[src/rtl/mbce_pkg.sv]
// mbce_pkg: shared types and constants for the mono bitmap color expander.
// No dependencies; used by the interfaces, config registers and top level.
package mbce_pkg;

	localparam int PIX_PER_BYTE = 8;
	localparam int BYTE_W       = 8;
	localparam int COLOR_W      = 16;
	localparam int SIZE_W       = 10;
	localparam int CFG_IDX_W    = 2;
	localparam int CFG_DATA_W   = COLOR_W;
	localparam int MAX_SIDE_DEF = 512;

	localparam logic [COLOR_W-1:0] FG_RST     = 16'hFFFF;
	localparam logic [COLOR_W-1:0] BG_RST     = 16'h0000;
	localparam logic [SIZE_W-1:0]  WIDTH_RST  = 10'd8;
	localparam logic [SIZE_W-1:0]  HEIGHT_RST = 10'd8;

	typedef enum logic [CFG_IDX_W-1:0] {
		REG_FG_COLOR    = 2'd0,
		REG_BG_COLOR    = 2'd1,
		REG_AREA_WIDTH  = 2'd2,
		REG_AREA_HEIGHT = 2'd3
	} cfg_reg_t;

	typedef struct packed {
		logic [COLOR_W-1:0] fg_color;
		logic [COLOR_W-1:0] bg_color;
		logic [SIZE_W-1:0]  area_width;
		logic [SIZE_W-1:0]  area_height;
	} cfg_t;

endpackage

[src/rtl/mbce_if.sv]
// mbce_if: valid/ready channels of the expander (bitmap bytes in, pixels out).
// Depends on mbce_pkg for field widths.
interface mbce_byte_if;
	logic                         valid;
	logic                         ready;
	logic [mbce_pkg::BYTE_W-1:0]  bitmap_byte;

	modport source (output valid, output bitmap_byte, input ready);
	modport sink   (input valid, input bitmap_byte, output ready);
endinterface

interface mbce_pixel_if;
	logic                         valid;
	logic                         ready;
	logic [mbce_pkg::COLOR_W-1:0] pixel_color;
	logic                         row_end;
	logic                         frame_end;
	logic                         byte_done;

	modport source (output valid, output pixel_color, output row_end, output frame_end,
		output byte_done, input ready);
	modport sink   (input valid, input pixel_color, input row_end, input frame_end,
		input byte_done, output ready);
endinterface

[src/rtl/mono_bitmap_color_expander.sv]
// mono_bitmap_color_expander: 1bpp bitmap bytes to RGB565 pixels with row/frame marks.
// Depends on mbce_pkg, mbce_if (channels) and mbce_cfg_regs.
//
//  channel  dir  payload                                       role
//  bitmap   in   bitmap_byte[7:0]                              packed pixels, MSB first
//  pixel    out  pixel_color[15:0] row_end frame_end byte_done one pixel per request
//  cfg      in   cfg_we cfg_idx[1:0] cfg_data[15:0]            register writes
//
// Unless stalled, one pixel leaves per cycle from a registered output stage; a byte
// yields 8 pixels, fewer when the frame ends inside it (trailing bits are dropped).
// The next byte is taken in the cycle its predecessor's last pixel is produced,
// so bytes stream with no gap. Output stalls hold the byte and counters in place.
// Reset clears counters, channel state and registers to their defaults.
module mono_bitmap_color_expander #(
	parameter int MAX_SIDE = mbce_pkg::MAX_SIDE_DEF
) (
	input  logic                            clk,
	input  logic                            arst_n,
	mbce_byte_if.sink                       bitmap,
	mbce_pixel_if.source                    pixel,
	input  logic                            cfg_we,
	input  logic [mbce_pkg::CFG_IDX_W-1:0]  cfg_idx,
	input  logic [mbce_pkg::CFG_DATA_W-1:0] cfg_data
);

	localparam int CNT_W = (MAX_SIDE > 2) ? $clog2(MAX_SIDE) : 1;
	localparam int CMP_W = ((mbce_pkg::SIZE_W > CNT_W) ? mbce_pkg::SIZE_W : CNT_W) + 2;
	localparam int IDX_W = $clog2(mbce_pkg::PIX_PER_BYTE);
	localparam logic [CMP_W-1:0] SIDE_MAX = CMP_W'(MAX_SIDE);
	localparam logic [IDX_W-1:0] IDX_LAST = IDX_W'(mbce_pkg::PIX_PER_BYTE - 1);

	mbce_pkg::cfg_t cfg;

	mbce_cfg_regs u_cfg (
		.clk      (clk),
		.arst_n   (arst_n),
		.cfg_we   (cfg_we),
		.cfg_idx  (cfg_idx),
		.cfg_data (cfg_data),
		.cfg      (cfg)
	);

	logic [mbce_pkg::BYTE_W-1:0]  bits_q;
	logic [IDX_W-1:0]             idx_q;
	logic                         busy_q;
	logic [CNT_W-1:0]             col_q;
	logic [CNT_W-1:0]             row_q;

	logic                         out_valid_q;
	logic [mbce_pkg::COLOR_W-1:0] out_color_q;
	logic                         out_row_end_q;
	logic                         out_frame_end_q;
	logic                         out_byte_done_q;

	logic [CMP_W-1:0] w_raw, h_raw, w_eff, h_eff;
	logic             adv, take, row_end_c, frame_end_c, last_c;

	assign w_raw = CMP_W'(cfg.area_width);
	assign h_raw = CMP_W'(cfg.area_height);

	always_comb begin
		if (w_raw == '0)
			w_eff = CMP_W'(1);
		else if (w_raw > SIDE_MAX)
			w_eff = SIDE_MAX;
		else
			w_eff = w_raw;
		if (h_raw == '0)
			h_eff = CMP_W'(1);
		else if (h_raw > SIDE_MAX)
			h_eff = SIDE_MAX;
		else
			h_eff = h_raw;
	end

	assign row_end_c   = (CMP_W'(col_q) + CMP_W'(1)) >= w_eff;
	assign frame_end_c = row_end_c && ((CMP_W'(row_q) + CMP_W'(1)) >= h_eff);
	assign last_c      = frame_end_c || (idx_q == IDX_LAST);

	assign adv          = busy_q && (!out_valid_q || pixel.ready);
	assign bitmap.ready = !busy_q || (adv && last_c);
	assign take         = bitmap.valid && bitmap.ready;

	always_ff @(posedge clk or negedge arst_n) begin
		if (!arst_n) begin
			busy_q <= 1'b0;
			idx_q  <= '0;
			col_q  <= '0;
			row_q  <= '0;
		end else begin
			if (take) begin
				busy_q <= 1'b1;
				idx_q  <= '0;
			end else if (adv) begin
				busy_q <= !last_c;
				idx_q  <= idx_q + IDX_W'(1);
			end
			if (adv) begin
				if (row_end_c) begin
					col_q <= '0;
					row_q <= frame_end_c ? '0 : row_q + CNT_W'(1);
				end else begin
					col_q <= col_q + CNT_W'(1);
				end
			end
		end
	end

	always_ff @(posedge clk) begin
		if (take)
			bits_q <= bitmap.bitmap_byte;
		else if (adv)
			bits_q <= {bits_q[mbce_pkg::BYTE_W-2:0], 1'b0};
	end

	always_ff @(posedge clk or negedge arst_n) begin
		if (!arst_n)
			out_valid_q <= 1'b0;
		else if (adv)
			out_valid_q <= 1'b1;
		else if (pixel.ready)
			out_valid_q <= 1'b0;
	end

	always_ff @(posedge clk) begin
		if (adv) begin
			out_color_q     <= bits_q[mbce_pkg::BYTE_W-1] ? cfg.fg_color : cfg.bg_color;
			out_row_end_q   <= row_end_c;
			out_frame_end_q <= frame_end_c;
			out_byte_done_q <= last_c;
		end
	end

	assign pixel.valid       = out_valid_q;
	assign pixel.pixel_color = out_color_q;
	assign pixel.row_end     = out_row_end_q;
	assign pixel.frame_end   = out_frame_end_q;
	assign pixel.byte_done   = out_byte_done_q;

	// frame end always closes a row and the byte
	a_frame_marks: assert property (@(posedge clk) disable iff (!arst_n)
		pixel.valid && pixel.frame_end |-> pixel.row_end && pixel.byte_done)
		else $error("frame_end without row_end/byte_done");

	// counters restart after the last pixel of the area
	a_frame_wrap: assert property (@(posedge clk) disable iff (!arst_n)
		adv && frame_end_c |=> col_q == '0 && row_q == '0)
		else $error("counters not cleared at frame end");

	// a new byte enters a busy stage only as its last pixel is produced
	a_take_overlap: assert property (@(posedge clk) disable iff (!arst_n)
		take && busy_q |-> adv && last_c)
		else $error("byte accepted mid-expansion");

	// eighth pixel of a byte is always its last
	a_byte_len: assert property (@(posedge clk) disable iff (!arst_n)
		adv && idx_q == IDX_LAST |=> !busy_q || $past(take))
		else $error("byte expanded past eight pixels");

endmodule

[src/rtl/mbce_cfg_regs.sv]
// mbce_cfg_regs: write-only configuration register file (colors, area size).
// Depends on mbce_pkg.
module mbce_cfg_regs (
	input  logic                              clk,
	input  logic                              arst_n,
	input  logic                              cfg_we,
	input  logic [mbce_pkg::CFG_IDX_W-1:0]    cfg_idx,
	input  logic [mbce_pkg::CFG_DATA_W-1:0]   cfg_data,
	output mbce_pkg::cfg_t                    cfg
);

	mbce_pkg::cfg_t cfg_q;

	always_ff @(posedge clk or negedge arst_n) begin
		if (!arst_n) begin
			cfg_q.fg_color    <= mbce_pkg::FG_RST;
			cfg_q.bg_color    <= mbce_pkg::BG_RST;
			cfg_q.area_width  <= mbce_pkg::WIDTH_RST;
			cfg_q.area_height <= mbce_pkg::HEIGHT_RST;
		end else if (cfg_we) begin
			unique case (mbce_pkg::cfg_reg_t'(cfg_idx))
				mbce_pkg::REG_FG_COLOR:    cfg_q.fg_color    <= cfg_data;
				mbce_pkg::REG_BG_COLOR:    cfg_q.bg_color    <= cfg_data;
				mbce_pkg::REG_AREA_WIDTH:  cfg_q.area_width  <= cfg_data[mbce_pkg::SIZE_W-1:0];
				mbce_pkg::REG_AREA_HEIGHT: cfg_q.area_height <= cfg_data[mbce_pkg::SIZE_W-1:0];
				default: ;
			endcase
		end
	end

	assign cfg = cfg_q;

endmodule
[src/flat_wrapper.sv]
// flat-port wrapper written by rule: the top's interface ports become plain ports
module mono_bitmap_color_expander_flat 
#(
	parameter int MAX_SIDE = mbce_pkg::MAX_SIDE_DEF
)
  (clk, arst_n, cfg_we, cfg_idx, cfg_data, bitmap_valid, bitmap_bitmap_byte, bitmap_ready, pixel_valid, pixel_pixel_color, pixel_row_end, pixel_frame_end, pixel_byte_done, pixel_ready);
  mbce_byte_if bitmap_i ();
  mbce_pixel_if pixel_i ();
  input  logic clk;
  input  logic arst_n;
  input  logic cfg_we;
  input  logic [mbce_pkg::CFG_IDX_W-1:0] cfg_idx;
  input  logic [mbce_pkg::CFG_DATA_W-1:0] cfg_data;
  input wire logic [$bits(bitmap_i.valid)-1:0] bitmap_valid;
  input wire logic [$bits(bitmap_i.bitmap_byte)-1:0] bitmap_bitmap_byte;
  output wire logic [$bits(bitmap_i.ready)-1:0] bitmap_ready;
  output wire logic [$bits(pixel_i.valid)-1:0] pixel_valid;
  output wire logic [$bits(pixel_i.pixel_color)-1:0] pixel_pixel_color;
  output wire logic [$bits(pixel_i.row_end)-1:0] pixel_row_end;
  output wire logic [$bits(pixel_i.frame_end)-1:0] pixel_frame_end;
  output wire logic [$bits(pixel_i.byte_done)-1:0] pixel_byte_done;
  input wire logic [$bits(pixel_i.ready)-1:0] pixel_ready;
  assign bitmap_i.valid = bitmap_valid;
  assign bitmap_i.bitmap_byte = bitmap_bitmap_byte;
  assign bitmap_ready = bitmap_i.ready;
  assign pixel_valid = pixel_i.valid;
  assign pixel_pixel_color = pixel_i.pixel_color;
  assign pixel_row_end = pixel_i.row_end;
  assign pixel_frame_end = pixel_i.frame_end;
  assign pixel_byte_done = pixel_i.byte_done;
  assign pixel_i.ready = pixel_ready;
  mono_bitmap_color_expander #(.MAX_SIDE(MAX_SIDE)) u_core (.clk(clk), .arst_n(arst_n), .bitmap(bitmap_i), .pixel(pixel_i), .cfg_we(cfg_we), .cfg_idx(cfg_idx), .cfg_data(cfg_data));
endmodule
[config.mk]
export PLATFORM = sky130hd
export DESIGN_NAME = mono_bitmap_color_expander_flat
export DESIGN_NICKNAME = d
export VERILOG_FILES = /design/src/rtl/mbce_pkg.sv /design/src/rtl/mbce_if.sv /design/src/rtl/mono_bitmap_color_expander.sv /design/src/rtl/mbce_cfg_regs.sv /design/src/flat_wrapper.sv
export SDC_FILE = /design/constraint.sdc
export NUM_CORES = 1
export LEC_CHECK = 0
export ABC_AREA = 1
export BUFFER_PORTS_ARGS = -buffer_cell sky130_fd_sc_hd__buf_4
export CAP_MARGIN = 20
export CORE_MARGIN = 5
export CORE_UTILIZATION = 30
export CTS_CLUSTER_DIAMETER = 80
export DETAILED_ROUTE_END_ITERATION = 8
export SYNTH_ARGS = -nofsm -noshare
export SYNTH_HDL_FRONTEND = slang
export SYNTH_HIERARCHICAL = 1
export SYNTH_SLANG_ARGS = --single-unit
[constraint.sdc]
create_clock -name clk -period 3.64 [get_ports clk]
set_clock_uncertainty 0.15 [all_clocks]
set_input_delay 0.728 -clock clk [delete_from_list [all_inputs] [get_ports clk]]
set_output_delay 0.728 -clock clk [all_outputs]
set_load 0.02 [all_outputs]
==> implementation parameters <==
Parameter                              Value

Worst setup path
  Required time at the endpoint of the critical path    2.76 ns
  Most common cell type on the critical path    sky130_fd_sc_hd__nand2_4
  Capture point of the worst path    bitmap_ready
  Capturing point of the worst reg2reg path    u_core/bits_q[7]$_DFFE_PP_
  Critical Path Slowest Stage Cell    sky130_fd_sc_hd__dfrtp_1
  Critical register-to-register path startpoint    u_core/row_q[0]$_DFFE_PN0P_
  Depth of the worst register-to-register path    22
  Kind of start point of the critical path    flip-flop
  Buf/Inv on CP    3
  Setup slack on the worst flop-to-flop path    0.49 ns
  Source of the critical timing path    u_core/row_q[0]$_DFFE_PN0P_
  Cells along the critical path    ha_2, nand3_2, inv_2, nand3_4, nor3_4, xor2_1, ha_1, nand2_1, inv_2, nand3_2, nor2_1, nor2_1, nand2_1, nand2_4, nand2_4, nand2_4, nand2_4, buf_6
  Critical path data arrival time    2.69 ns
  Critical Path Sink Type    output port
  Maximum net fanout on the critical path    4
  Worst stage delay on the critical path    0.41 ns
  Levels on crit path    18
  Kind of cell adding the most delay to the critical path    simple AND/OR/NAND/NOR gates
  Worst setup path category    reg2out

Clock network
  Sinks on the clock net    about 100
  Level count of the clock H-tree    3
  Library cell used as clock root buffer    sky130_fd_sc_hd__clkbuf_16
  TritonCTS clock tree    yes
  Number of hold buffers added after cts    0
  Maximum buffer depth of the clock tree    2
  Clock input transition at the sequential cells of the worst setup and hold paths    0.07 ns
  Clk Latency, worst-skew pair    approximately 0.34 ns
  Number of buffers inserted during clock tree synthesis    9

Floorplan
  Initial core utilization    30.35%
  Count of boundary I/O pins    52
  Die Y    between 100 and 150 um
  Die X    about 140 um
  Placeable core area    17180 sq um
  Site row count    48
  Overall die area    20120 sq um

Placement
  GPL Wtd Cong    0.8073
  Placed wire-length estimate    7.678 mm
  Port bufs    between 50 and 60

Detailed routing
  1st-iter DRT viols    between 200 and 250
  Antenna Violating Nets Remaining    0
  DRC    0
  Total wirelength of the detailed-routed design    11.56 mm
  Routed via count    3862
  Average routed wire per standard cell    13.93 um
  Routed vias/inst    4.653
  Total iterations of the first detailed-routing run    4

STA
  Upper clock frequency limit    280.3 MHz
  Final-layout worst hold slack    roughly 0.31 ns
  Slew at the pin with the worst max-slew slack    between 0.9 and 1 ns
  Max transition margin    a little over a third
  Number of pins exceeding their max-slew limit in the final report    0
  Fraction of the cycle the final worst path needs    roughly 100%
  Hold Violations, Final    0
  Unrepaired setup endpoints after global routing    yes
  Setup violation total in the final timing report    0
  Minimum clock period    3.568 ns

Layout
  Most common cell after layout, fill and taps aside    sky130_fd_sc_hd__nand2_1
  Growth of design area from synthesis to finish    18.98%
  Number of antenna repair diodes    0
  Leading cell types in the layout, fill and taps excluded    sky130_fd_sc_hd__nand2_1, sky130_fd_sc_hd__buf_4, sky130_fd_sc_hd__dfrtp_1, sky130_fd_sc_hd__nand4_1, sky130_fd_sc_hd__inv_1
  Number of fill cells in the layout    between 1.5k and 2k
  Share of layout cells above drive strength 1    26.61%
  Final Net Count    655

Synthesis
  Sequential fraction of the synthesis area    approximately half
  Total number of yosys warnings    6
  Post-synthesis register bit count    102
  Number of distinct library cell variants in the gate-level netlist after synthesis    37
  Number of nets produced by synthesis    601
  Syn_area_per_cell    between 9 and 10 sq um
  Post-synthesis instance area    5214 sq um
  Number of standard cells after synthesis    546

GRT
  Global route total overflow    0
  Total global routing track utilization    11.84%
  Pin count of the biggest net entering global routing    76
  Vias in the first global route    3896
  First-pass GRT wire length    19.55 mm
  Initial antenna violation count    0

Power
  Combinational group share of total power    40.3%
  NetSw    1743 uW
  Share of total power in the clock network    19.4%
  Peak ir drop on the vdd network    a little under 0.0005 V
  Leak Pwr    0.003018 uW
  Sequential cell fraction of total power    40.2%
  Ratio of total power to cell area    750.0 nW/um^2
  Internal power    2909 uW
  Total power after layout    ~4700 uW
  Switching share of power    between 30% and 40%

Outcome
  Run status    complete, no violations

Worst hold path
  Path class of the lowest-slack min-delay path    reg2reg

Job
  Count of maximum capacitance violations    0
==> worst min-delay path: stages (launching register included) <==
cell and delay, ns:
sky130_fd_sc_hd__dfstp_2 0.37, sky130_fd_sc_hd__nand2_2 0.05, sky130_fd_sc_hd__nand2_1 0.04
==> power groups by stage <==
stage / registers (uW) / logic (uW) / clock network, uW
CTS: 1870 / 1820 / 933
global placement: 1890 / 1740 / 0
floorplan: 1950 / 1180 / 0
finish: 1870 / 1880 / 905
global route: 1920 / 2130 / 977
detailed placement: 1890 / 1760 / 0
==> Yosys cell counts (all sizes together) <==
| master | count | area [sq um] |
|---|---|---|
| nor2 | 10 | 45.04 |
| a21oi | 9 | 60.05 |
| nand4 | 38 | 237.7 |
| ha | 24 | 300.3 |
| mux2i | 2 | 20.02 |
| dfstp | 18 | 473.0 |
| inv | 43 | 168.9 |
| clkbuf | 4 | 25.02 |
| nor4 | 5 | 31.28 |
| nand3 | 39 | 222.7 |
| mux2 | 16 | 180.2 |
| nand3b | 1 | 7.510 |
| o22ai | 5 | 31.28 |
| a21o | 1 | 7.510 |
| dfrtp | 57 | 1426 |
| xor2 | 11 | 96.34 |
| o21ai | 13 | 65.06 |
| edfxtp | 27 | 810.8 |
| nand2 | 196 | 810.8 |
| nor3 | 5 | 30.03 |
| a22o | 3 | 26.28 |
| buf | 19 | 137.6 |
==> how the worst min path moves through the flow <==
stage	startpoint	endpoint	slack (ns)	cells after the start
4_1_cts	u_core/u_cfg/cfg[46]$_DFFE_PN1P_	u_core/u_cfg/cfg[46]$_DFFE_PN1P_	0.31	2
3_5_place_dp	u_core/u_cfg/cfg[46]$_DFFE_PN1P_	u_core/u_cfg/cfg[46]$_DFFE_PN1P_	0.30	2
5_1_grt	u_core/u_cfg/cfg[50]$_DFFE_PN1P_	u_core/u_cfg/cfg[50]$_DFFE_PN1P_	0.33	2
2_1_floorplan	arst_n	u_core/busy_q$_DFFE_PN0P_	0.28	0
3_3_place_gp	u_core/u_cfg/cfg[48]$_DFFE_PN1P_	u_core/u_cfg/cfg[48]$_DFFE_PN1P_	0.30	2
6_report	u_core/u_cfg/cfg[51]$_DFFE_PN1P_	u_core/u_cfg/cfg[51]$_DFFE_PN1P_	0.31	2
==> cell families (layout without fill, tap and decap cells) <==
kind of cell               Yosys count  count (layout)  synth area share [%]
and+or+nand+nor                    294             294                 26.57
AOI/OAI and AO/OA                   31              31                 3.648
adders and majority gates           24              24                 5.760
DFF                                102             102                 51.98
muxes                               18              18                 3.840
xor gates and xnor gates            11              11                 1.848
buffers and inverters               66             125                 6.360
==> final cells by class <==
type | instances | area (sq um) | share of cell area [%]
multi-input combinational | 378 | 2267 | 36.55
sequential | 102 | 2710 | 43.69
clock inverter | 4 | 30.03 | 0.4841
clock buffer | 12 | 246.5 | 3.973
inverter | 43 | 168.9 | 2.723
tap | 225 | 281.5 | 4.538
timing repair buffer | 66 | 499.2 | 8.048
==> routing by layer <==
layer / vias up / routed length [um] / part of all wire (%) / GRT usage [%]
li1: 1942 / - / - / -
met1: 1829 / 5427 / 47 / 15.80
met2: 75 / 5572 / 48 / 19.52
met3: 16 / 356 / 3.1 / 1.753
met4: 0 / 201 / 1.7 / 4.394
met5: - / 0 / 0 / 0
==> through the flow <==
stage / setup TNS [ns] / worst slack, ns / instances / cell area [sq um] / util [%]
floorplan: 0 / 0.5383 / 546 / 5214 / -
global placement: 0 / 0.2591 / 802 / 5738 / 33.41
detailed placement: 0 / 0.2419 / 802 / 5738 / 33.41
CTS: 0 / 0.04805 / 824 / 6087 / 35.44
global route: -0.1623 / -0.1623 / 830 / 6203 / 36.12
finish: 0 / 0.07182 / 830 / 6203 / 36.12
==> repair_timing <==
| item | CTS | global route |
|---|---|---|
| setup endpoints to repair | 1 | 1 |
| hold endpoints to repair | 0 | 0 |
| pin swaps | 2 | 11 |
| gates resized for setup | 6 | 14 |
| buffers inserted | 6 | 6 |
| gates cloned | 0 | 0 |
==> sequential cells by signal, indices dropped and copies added (netlist names) <==
register / cells
u_core/pixel.byte_done: 1
u_core/bits_q: 8
u_core/idx_q: 3
u_core/col_q: 9
u_core/busy_q: 1
u_core/pixel.pixel_color: 16
u_core/pixel.row_end: 1
u_core/u_cfg/cfg: 52
u_core/row_q: 9
u_core/pixel.valid: 1
u_core/pixel.frame_end: 1
(Power assumes the default switching activity.)
